==> src/rtl/core/c8cf_pkg.sv <==
`timescale 1ns / 1ps
`default_nettype none
// ----------------------------------------------------------------------------
// c8cf_pkg: shared types and constants for the CHIP-8 control flow step unit
// Opcode names, fixed widths, the execute result record and the BCD helper.
// ----------------------------------------------------------------------------
package c8cf_pkg;

  localparam int REG_COUNT = 16;
  localparam int REG_AW = 4;
  localparam int INSTR_W = 16;
  localparam int ADDR_W = 16;
  localparam int LEVEL_W = 5;
  localparam int TDATA_OUT_W = 64;

  localparam logic [15:0] ENTRY_RESET = 16'h0200;
  localparam logic [7:0] KK_RET = 8'hEE;
  localparam logic [7:0] KK_BCD = 8'h33;

  typedef enum logic [3:0] {
    OP_SYS  = 4'h0,
    OP_JP   = 4'h1,
    OP_CALL = 4'h2,
    OP_SE   = 4'h3,
    OP_SNE  = 4'h4,
    OP_SER  = 4'h5,
    OP_LD   = 4'h6,
    OP_ADD  = 4'h7,
    OP_SNER = 4'h9,
    OP_LDI  = 4'hA,
    OP_JPV  = 4'hB,
    OP_MISC = 4'hF
  } opcode_t;

  typedef struct packed {
    logic [15:0] pc_next;
    logic [15:0] index_next;
    logic        reg_we;
    logic [7:0]  reg_wdata;
    logic        push;
    logic        stack_error;
    logic        write_valid;
    logic [15:0] write_address;
    logic [3:0]  write_data;
    logic        last;
  } exec_result_t;

  // hundreds in [11:8], tens in [7:4], ones in [3:0]
  function automatic logic [11:0] bcd_digits(input logic [7:0] v);
    logic [3:0] h;
    logic [6:0] r;
    logic [3:0] t;
    logic [6:0] o;
    if (v >= 8'd200) begin
      h = 4'd2;
      r = 7'(v - 8'd200);
    end else if (v >= 8'd100) begin
      h = 4'd1;
      r = 7'(v - 8'd100);
    end else begin
      h = 4'd0;
      r = v[6:0];
    end
    t = 4'd0;
    for (int i = 1; i < 10; i++) begin
      if (r >= 7'(i * 10)) begin
        t = 4'(i);
      end
    end
    o = r - 7'(t) * 7'd10;
    return {h, t, o[3:0]};
  endfunction

endpackage
`default_nettype wire

==> src/rtl/core/c8cf_regfile.sv <==
`timescale 1ns / 1ps
`default_nettype none
// ----------------------------------------------------------------------------
// c8cf_regfile: data register memory
// One write port, two registered read ports with write-first bypass. Per-entry
// valid bits make never-written registers read as zero after reset.
// ----------------------------------------------------------------------------
module c8cf_regfile
  import c8cf_pkg::*;
(
  input  wire logic              clk,
  input  wire logic              rst,
  input  wire logic              we,
  input  wire logic [REG_AW-1:0] waddr,
  input  wire logic [7:0]        wdata,
  input  wire logic              re,
  input  wire logic [REG_AW-1:0] raddr_a,
  input  wire logic [REG_AW-1:0] raddr_b,
  output logic      [7:0]        rdata_a,
  output logic      [7:0]        rdata_b
);

  logic [7:0] mem [REG_COUNT];
  logic [REG_COUNT-1:0] written;

  always_ff @(posedge clk) begin
    if (we) begin
      mem[waddr] <= wdata;
    end
  end

  always_ff @(posedge clk) begin
    if (rst) begin
      written <= '0;
    end else if (we) begin
      written[waddr] <= 1'b1;
    end
  end

  always_ff @(posedge clk) begin
    if (re) begin
      if (we && waddr == raddr_a) begin
        rdata_a <= wdata;
      end else begin
        rdata_a <= written[raddr_a] ? mem[raddr_a] : 8'h00;
      end
      if (we && waddr == raddr_b) begin
        rdata_b <= wdata;
      end else begin
        rdata_b <= written[raddr_b] ? mem[raddr_b] : 8'h00;
      end
    end
  end

endmodule
`default_nettype wire

==> src/rtl/core/c8cf_stack.sv <==
`timescale 1ns / 1ps
`default_nettype none
// ----------------------------------------------------------------------------
// c8cf_stack: return address memory
// One write port and one registered read port with write-first bypass.
// ----------------------------------------------------------------------------
module c8cf_stack
  import c8cf_pkg::*;
#(
  parameter int DEPTH = 16,
  parameter int AW = 4
) (
  input  wire logic              clk,
  input  wire logic              we,
  input  wire logic [AW-1:0]     waddr,
  input  wire logic [ADDR_W-1:0] wdata,
  input  wire logic              re,
  input  wire logic [AW-1:0]     raddr,
  output logic      [ADDR_W-1:0] rdata
);

  logic [ADDR_W-1:0] mem [DEPTH];

  always_ff @(posedge clk) begin
    if (we) begin
      mem[waddr] <= wdata;
    end
  end

  always_ff @(posedge clk) begin
    if (re) begin
      if (we && waddr == raddr) begin
        rdata <= wdata;
      end else begin
        rdata <= mem[raddr];
      end
    end
  end

endmodule
`default_nettype wire

==> src/rtl/core/c8cf_exec.sv <==
`timescale 1ns / 1ps
`default_nettype none
// ----------------------------------------------------------------------------
// c8cf_exec: instruction execute logic
// Decodes one instruction with its operands and produces the new architectural
// values, the write-back requests and the result fields for one BCD digit.
// ----------------------------------------------------------------------------
module c8cf_exec
  import c8cf_pkg::*;
#(
  parameter int STACK_DEPTH = 16,
  parameter int SPW = 5
) (
  input  wire logic [INSTR_W-1:0] instr,
  input  wire logic [7:0]         va,
  input  wire logic [7:0]         vb,
  input  wire logic [ADDR_W-1:0]  pc,
  input  wire logic [ADDR_W-1:0]  index,
  input  wire logic [SPW-1:0]     sp,
  input  wire logic [ADDR_W-1:0]  stack_top,
  input  wire logic [1:0]         digit,
  output exec_result_t            res,
  output logic      [SPW-1:0]     sp_next
);

  logic [3:0]  x;
  logic [7:0]  kk;
  logic [11:0] nnn;
  logic        is_bcd;
  logic [11:0] bcd;

  assign x = instr[11:8];
  assign kk = instr[7:0];
  assign nnn = instr[11:0];
  assign is_bcd = (instr[15:12] == OP_MISC) && (kk == KK_BCD);
  assign bcd = bcd_digits(va);

  always_comb begin
    res = '0;
    res.pc_next = pc + 16'd2;
    res.index_next = index;
    res.reg_wdata = kk;
    sp_next = sp;
    unique case (instr[15:12])
      OP_SYS: begin
        if (x == 4'h0 && kk == KK_RET) begin
          if (sp == '0) begin
            res.stack_error = 1'b1;
          end else begin
            sp_next = sp - SPW'(1);
            res.pc_next = stack_top + 16'd2;
          end
        end
      end
      OP_JP: begin
        res.pc_next = {4'h0, nnn};
      end
      OP_CALL: begin
        if (sp >= SPW'(STACK_DEPTH)) begin
          res.stack_error = 1'b1;
        end else begin
          res.push = 1'b1;
          sp_next = sp + SPW'(1);
        end
        res.pc_next = {4'h0, nnn};
      end
      OP_SE: begin
        if (va == kk) res.pc_next = pc + 16'd4;
      end
      OP_SNE: begin
        if (va != kk) res.pc_next = pc + 16'd4;
      end
      OP_SER: begin
        if (va == vb) res.pc_next = pc + 16'd4;
      end
      OP_LD: begin
        res.reg_we = 1'b1;
      end
      OP_ADD: begin
        res.reg_we = 1'b1;
        res.reg_wdata = va + kk;
      end
      OP_SNER: begin
        if (va != vb) res.pc_next = pc + 16'd4;
      end
      OP_LDI: begin
        res.index_next = {4'h0, nnn};
      end
      OP_JPV: begin
        res.pc_next = {4'h0, nnn} + {8'h00, vb};
      end
      default: begin
      end
    endcase

    // later digits of a BCD store see the already advanced PC
    if (is_bcd && digit != 2'd0) begin
      res.pc_next = pc;
    end
    res.write_valid = is_bcd;
    res.last = !is_bcd || digit == 2'd2;
    if (is_bcd) begin
      res.write_address = index + {14'h0, digit};
      case (digit)
        2'd0: res.write_data = bcd[11:8];
        2'd1: res.write_data = bcd[7:4];
        default: res.write_data = bcd[3:0];
      endcase
    end
  end

endmodule
`default_nettype wire

==> src/rtl/core/chip8_control_flow_step_unit.sv <==
`timescale 1ns / 1ps
`default_nettype none
// ----------------------------------------------------------------------------
// chip8_control_flow_step_unit: CHIP-8 control flow and register step unit
//
//   channel   direction  handshake             payload
//   s_axis    in         tvalid / tready       tdata[15:0] instruction
//   m_axis    out        tvalid / tready       tdata fields, tlast = last
//   entry     in         entry_address_we      entry_address_wdata[15:0]
//
// An instruction is accepted while its register and stack reads are issued, and
// executes in the next cycle against the read data. Sustained rate is one
// instruction per cycle while the output is not stalled; Fx33 holds the execute
// stage until all three of its digits are written. Writes of one instruction are
// bypassed into the reads of the next. Reset leaves the data registers reading
// zero and the program counter at 0x200. A stalled output holds the execute stage.
// ----------------------------------------------------------------------------
module chip8_control_flow_step_unit
  import c8cf_pkg::*;
#(
  parameter int STACK_DEPTH = 16
) (
  input  wire logic                   clk,
  input  wire logic                   rst,
  input  wire logic                   s_axis_tvalid,
  output logic                        s_axis_tready,
  // [15:0] instruction
  input  wire logic [INSTR_W-1:0]     s_axis_tdata,
  output logic                        m_axis_tvalid,
  input  wire logic                   m_axis_tready,
  // [15:0] next_pc, [31:16] index_value, [36:32] stack_level, [37] write_valid,
  // [53:38] write_address, [57:54] write_data, [58] stack_error, [63:59] zero
  output logic      [TDATA_OUT_W-1:0] m_axis_tdata,
  output logic                        m_axis_tlast,
  input  wire logic                   entry_address_we,
  input  wire logic [ADDR_W-1:0]      entry_address_wdata
);

  localparam int SPW = $clog2(STACK_DEPTH + 1);
  localparam int SAW = (STACK_DEPTH > 1) ? $clog2(STACK_DEPTH) : 1;

  logic [ADDR_W-1:0] pc;
  logic [ADDR_W-1:0] index;
  logic [SPW-1:0]    sp;
  logic [SPW-1:0]    sp_issue;
  logic [SPW-1:0]    sp_dec;
  logic [SPW-1:0]    ex_sp_next;

  logic               ex_valid;
  logic [INSTR_W-1:0] ex_instr;
  logic [1:0]         ex_digit;

  logic [7:0]        va;
  logic [7:0]        vb;
  logic [ADDR_W-1:0] stack_top;
  exec_result_t      res;

  logic out_free;
  logic emit;
  logic commit;
  logic accept;
  logic [LEVEL_W-1:0] level;
  logic [REG_AW-1:0]  raddr_b;

  assign out_free = !m_axis_tvalid || m_axis_tready;
  assign emit = ex_valid && out_free;
  assign commit = emit && ex_digit == 2'd0;
  assign s_axis_tready = !ex_valid || (emit && res.last);
  assign accept = s_axis_tvalid && s_axis_tready;

  assign sp_issue = commit ? ex_sp_next : sp;
  assign sp_dec = sp_issue - SPW'(1);
  assign raddr_b = (s_axis_tdata[15:12] == OP_JPV) ? REG_AW'(0) : s_axis_tdata[7:4];

  c8cf_regfile u_regfile (
    .clk     (clk),
    .rst     (rst),
    .we      (commit && res.reg_we),
    .waddr   (ex_instr[11:8]),
    .wdata   (res.reg_wdata),
    .re      (accept),
    .raddr_a (s_axis_tdata[11:8]),
    .raddr_b (raddr_b),
    .rdata_a (va),
    .rdata_b (vb)
  );

  c8cf_stack #(
    .DEPTH (STACK_DEPTH),
    .AW    (SAW)
  ) u_stack (
    .clk   (clk),
    .we    (commit && res.push),
    .waddr (sp[SAW-1:0]),
    .wdata (pc),
    .re    (accept),
    .raddr (sp_dec[SAW-1:0]),
    .rdata (stack_top)
  );

  c8cf_exec #(
    .STACK_DEPTH (STACK_DEPTH),
    .SPW         (SPW)
  ) u_exec (
    .instr     (ex_instr),
    .va        (va),
    .vb        (vb),
    .pc        (pc),
    .index     (index),
    .sp        (sp),
    .stack_top (stack_top),
    .digit     (ex_digit),
    .res       (res),
    .sp_next   (ex_sp_next)
  );

  always_ff @(posedge clk) begin
    if (rst) begin
      pc <= ENTRY_RESET;
      index <= '0;
      sp <= '0;
    end else if (entry_address_we) begin
      pc <= entry_address_wdata;
    end else if (commit) begin
      pc <= res.pc_next;
      index <= res.index_next;
      sp <= ex_sp_next;
    end
  end

  always_ff @(posedge clk) begin
    if (rst) begin
      ex_valid <= 1'b0;
      ex_digit <= 2'd0;
    end else if (emit && !res.last) begin
      ex_digit <= ex_digit + 2'd1;
    end else if (s_axis_tready) begin
      ex_valid <= s_axis_tvalid;
      ex_digit <= 2'd0;
    end
  end

  always_ff @(posedge clk) begin
    if (accept) begin
      ex_instr <= s_axis_tdata;
    end
  end

  if (SPW >= LEVEL_W) begin : g_level_trunc
    assign level = ex_sp_next[LEVEL_W-1:0];
  end else begin : g_level_ext
    assign level = {{(LEVEL_W - SPW){1'b0}}, ex_sp_next};
  end

  always_ff @(posedge clk) begin
    if (rst) begin
      m_axis_tvalid <= 1'b0;
    end else if (emit) begin
      m_axis_tvalid <= 1'b1;
    end else if (m_axis_tready) begin
      m_axis_tvalid <= 1'b0;
    end
  end

  always_ff @(posedge clk) begin
    if (emit) begin
      m_axis_tdata <= {5'b0, res.stack_error, res.write_data, res.write_address,
                       res.write_valid, level, res.index_next, res.pc_next};
      m_axis_tlast <= res.last;
    end
  end

endmodule
`default_nettype wire
==> config.mk <==
export PLATFORM = sky130hd
export DESIGN_NAME = chip8_control_flow_step_unit
export DESIGN_NICKNAME = d
export VERILOG_FILES = /design/src/rtl/core/c8cf_pkg.sv /design/src/rtl/core/c8cf_regfile.sv /design/src/rtl/core/c8cf_stack.sv /design/src/rtl/core/c8cf_exec.sv /design/src/rtl/core/chip8_control_flow_step_unit.sv
export SDC_FILE = /design/constraint.sdc
export NUM_CORES = 1
export LEC_CHECK = 0
export BUFFER_PORTS_ARGS = -buffer_cell sky130_fd_sc_hd__buf_2
export CORE_MARGIN = 4
export CORE_UTILIZATION = 56
export CTS_CLUSTER_DIAMETER = 60
export DETAILED_ROUTE_END_ITERATION = 8
export PLACE_DENSITY = 0.76
export SYNTH_ARGS = -nofsm -noshare
export SYNTH_HDL_FRONTEND = slang
export SYNTH_SLANG_ARGS = --single-unit
==> constraint.sdc <==
create_clock -name clk -period 4.4 [get_ports clk]
set_input_delay 0 -clock clk [delete_from_list [all_inputs] [get_ports clk]]
set_output_delay 0 -clock clk [all_outputs]
set_load 0.005 [all_outputs]
==> flow_metrics.py <==
metrics = {
    "status": {
        "status": "complete, no violations",
    },
    "yosys": {
        "ys_ff_latch": 549,
        "synthFlopType": "edfxtp_1",
        "ys_seq_area_share_pct": 60.1,
        "syn_area_sq_mm": 0.0265,
        "async_reset_ff_share_pct": 0,
        "yosys.cell_types.count": 81,
        "yosysTopAreaCell": "edfxtp_1",
        "yosys_warnings": 0,
        "synth_top_area_share_pct": 55.8,
        "synth_area_leaders": "edfxtp_1 56%, mux4_2 11%, dfxtp_1 4.3%, nor2_1 2.0%, a21oi_1 1.9%",
        "synth_edf_count": 492,
        "syn_avg_cell_area_sq_um": 13.8,
        "synthCells": 1914,
    },
    "worst_setup_path": {
        "crit_arrival_ps": 4510,
        "cpMaxStageDelayCell": "mux4_2",
        "setup.worst_path.class": "reg2reg",
        "critPathBufInv": 3,
        "endpoint_kind": "register",
        "critPathTopFamily": "multiplexers",
        "critPathLaunchType": "register",
        "path_cells": "inv_1, ha_1, or4b_1, a211oi_2, a221oi_1, o311a_4, buf_12, buf_4, mux4_2, mux4_2, mux2_2",
        "slowest_delay_ps": 590,
        "path_common_cell": "mux4_2",
        "crit_fanout": 43,
        "critPathRequiredTime_ps": 4780,
    },
    "clock_network": {
        "htreeDepth": 2,
        "cts_tree": "built",
        "cts_max_path_buffers": 3,
        "root_buffer": "clkbuf_16",
        "cts_made_buffers": 55,
        "cts_num_sinks": 549,
        "clk_latency_ps": 630,
        "cts.reportedPaths.clkPinSlew_ps": 60,
    },
    "power_and_ir_drop": {
        "worst_ir_drop_vdd_mv": 0.307,
        "p_leak_uw": 0.0105,
        "powerDensity_mw_per_mm2": 393,
    },
    "layout": {
        "layout.cells.most_common": "edfxtp_1",
        "layout_common_cells": "492 x edfxtp_1, 134 x nor2_1, 125 x mux4_2, 117 x nand2_1, 106 x buf_4",
        "antennaDiodeCount": 0,
        "drive_above_1_share_pct": 23.6,
        "fin_nets": 2170,
        "syn2layout_area_growth_pct": 15.2,
    },
    "sta": {
        "worst_pin_slew_ps": 1050,
        "finalMaxSlewViolations": 0,
        "relSlewSlack_pct": 30.0,
        "fin_hold_ws_ps": 80.6,
        "fmax_mhz": 242,
        "fin_crit_sh_pct": 93.8,
        "setup_viol": 0,
        "clock_skew_ps": 32.9,
        "final-hold-violation-count": 0,
        "final.setup.tns_ps": 0,
        "fin_crit_ps": 4130,
    },
    "drt": {
        "wl_um": 74200,
        "drt-initial-drc-count": 2625,
        "ant_nets": 0,
        "drt_first_pass_iters": 6,
        "drc": 0,
        "wl_per_cell_um": 27.0,
        "vias": 18600,
        "drt-vias-per-instance": 6.78,
    },
    "global_route": {
        "antenna_found_initial": 1,
        "track_usage_pct": 28.9,
        "grt_start_max_net_pins": 51,
        "grt_pass1_vias": 18000,
        "grt_overflow": 0,
        "grt_pass1_wl_um": 111000,
        "grt_busiest_layer": "met2",
        "grtUsageMet3_pct": 5.47,
        "grtUsageMet1_pct": 41.5,
        "grt_use_met2_pct": 44.9,
    },
    "floorplanning": {
        "die_h_um": 226,
        "coreArea_sq_mm": 0.0467,
        "die_w_um": 226,
        "die_area_sq_mm": 0.0509,
        "rows": 79,
        "ios": 104,
        "initial_core_util_pct": 56.8,
    },
    "job": {
        "max_cap_violations": 0,
    },
    "place": {
        "port_buffers": 98,
        "gp_congestion": 0.966,
        "place_hpwl_um": 46200,
    },
    "worst_hold_path": {
        "hold_class": "in2reg",
    },
}
what timing repair did:
action,in CTS,in global routing
setup endpoints to repair,0,5
endpoints found under the hold margin,48,0
setup buffers,0,0
hold buffers,35,0
gates resized for setup,0,4
stage by stage:
stage | worst slack [ps] | area, sq um | utilization, % | std cells | power, uW
floorplan | 64.1 | 26500 | - | 1918 | 6670
global placement | 333 | 28200 | 60.4 | 2609 | 7020
finish | 273 | 30500 | 65.4 | 2747 | 12000
global route | -4.80 | 30500 | 65.4 | 2747 | 12400
CTS | 208 | 30500 | 65.4 | 2747 | 12000
detailed placement | 232 | 28200 | 60.4 | 2609 | 7040
worst reg2reg max path, cell delays in order (launching register included):
cell	delay, ps
dfxtp_1	490
inv_1	100
ha_1	250
or4b_1	310
a211oi_2	70
a221oi_1	290
o311a_4	290
buf_12	310
buf_4	420
mux4_2	600
mux4_2	490
mux2_2	290
final timing paths:
kind / startpoint / endpoint / slack (ps) / cells past startpoint
min reg2reg: index[1] / index[1] / 490 / 2
min: entry_address_we / pc[15] / 80 / 3
max: sp[0] / u_stack.rdata[12] / 270 / 11
max reg2reg: sp[0] / u_stack.rdata[12] / 270 / 11
cells in the mapped netlist, drive strengths merged, types with 17 or more instances:
cell	number
a221oi	19
o21ai	62
edfxtp	492
xnor2	44
mux4	125
a21oi	103
ha	35
xor2	30
o22ai	19
dfxtp	57
nor2	143
and3	20
o31ai	23
nor3	44
buf	30
nand4	17
inv	35
nand2	117
nor2b	23
mux2i	41
clkbuf	97
nand3	45
mux2	38
a211oi	20
sequential cells by signal, indices dropped and copies added (netlist names), 16 cells and up:
signal / count
ex_instr: 16
index: 16
m_axis_tdata: 59
pc: 16
u_regfile.mem: 128
u_regfile.written: 16
u_stack.mem: 256
u_stack.rdata: 16
kinds of logic after synthesis:
group | count (synthesis) | synth area share, %
AND/OR/NAND/NOR | 509 | 9.54
other | 1 | 0.0142
XOR/XNOR | 75 | 2.56
buffers and inverters | 163 | 2.64
multiplexers | 204 | 13.8
AO/OA/AOI/OAI | 374 | 9.42
adder cells (fa/ha/maj) | 39 | 1.96
flip-flops | 549 | 60.1
cell type report:
type	instances	area (sq um)
Sequential cell	549	15900
Tap cell	607	759
Clock buffer	61	1400
Fill cell	3211	16100
Timing Repair Buffer	246	1780
Clock inverter	42	548
Inverter	36	135
Multi-Input combinational cell	1206	9980
routing by layer:
metal	part of all wire, %	wire [um]
met1	39	28900
met2	46	34300
met3	11	7910
met4	4.1	3040
met5	0	0
report_power, final:
group | leakage (uW) | internal [uW] | switching [uW]
logic | 0.00460 | 447 | 660
registers | 0.00500 | 5790 | 103
clock network | 0.000922 | 2880 | 2110
No activity file was read; power rests on OpenSTA's default activity.
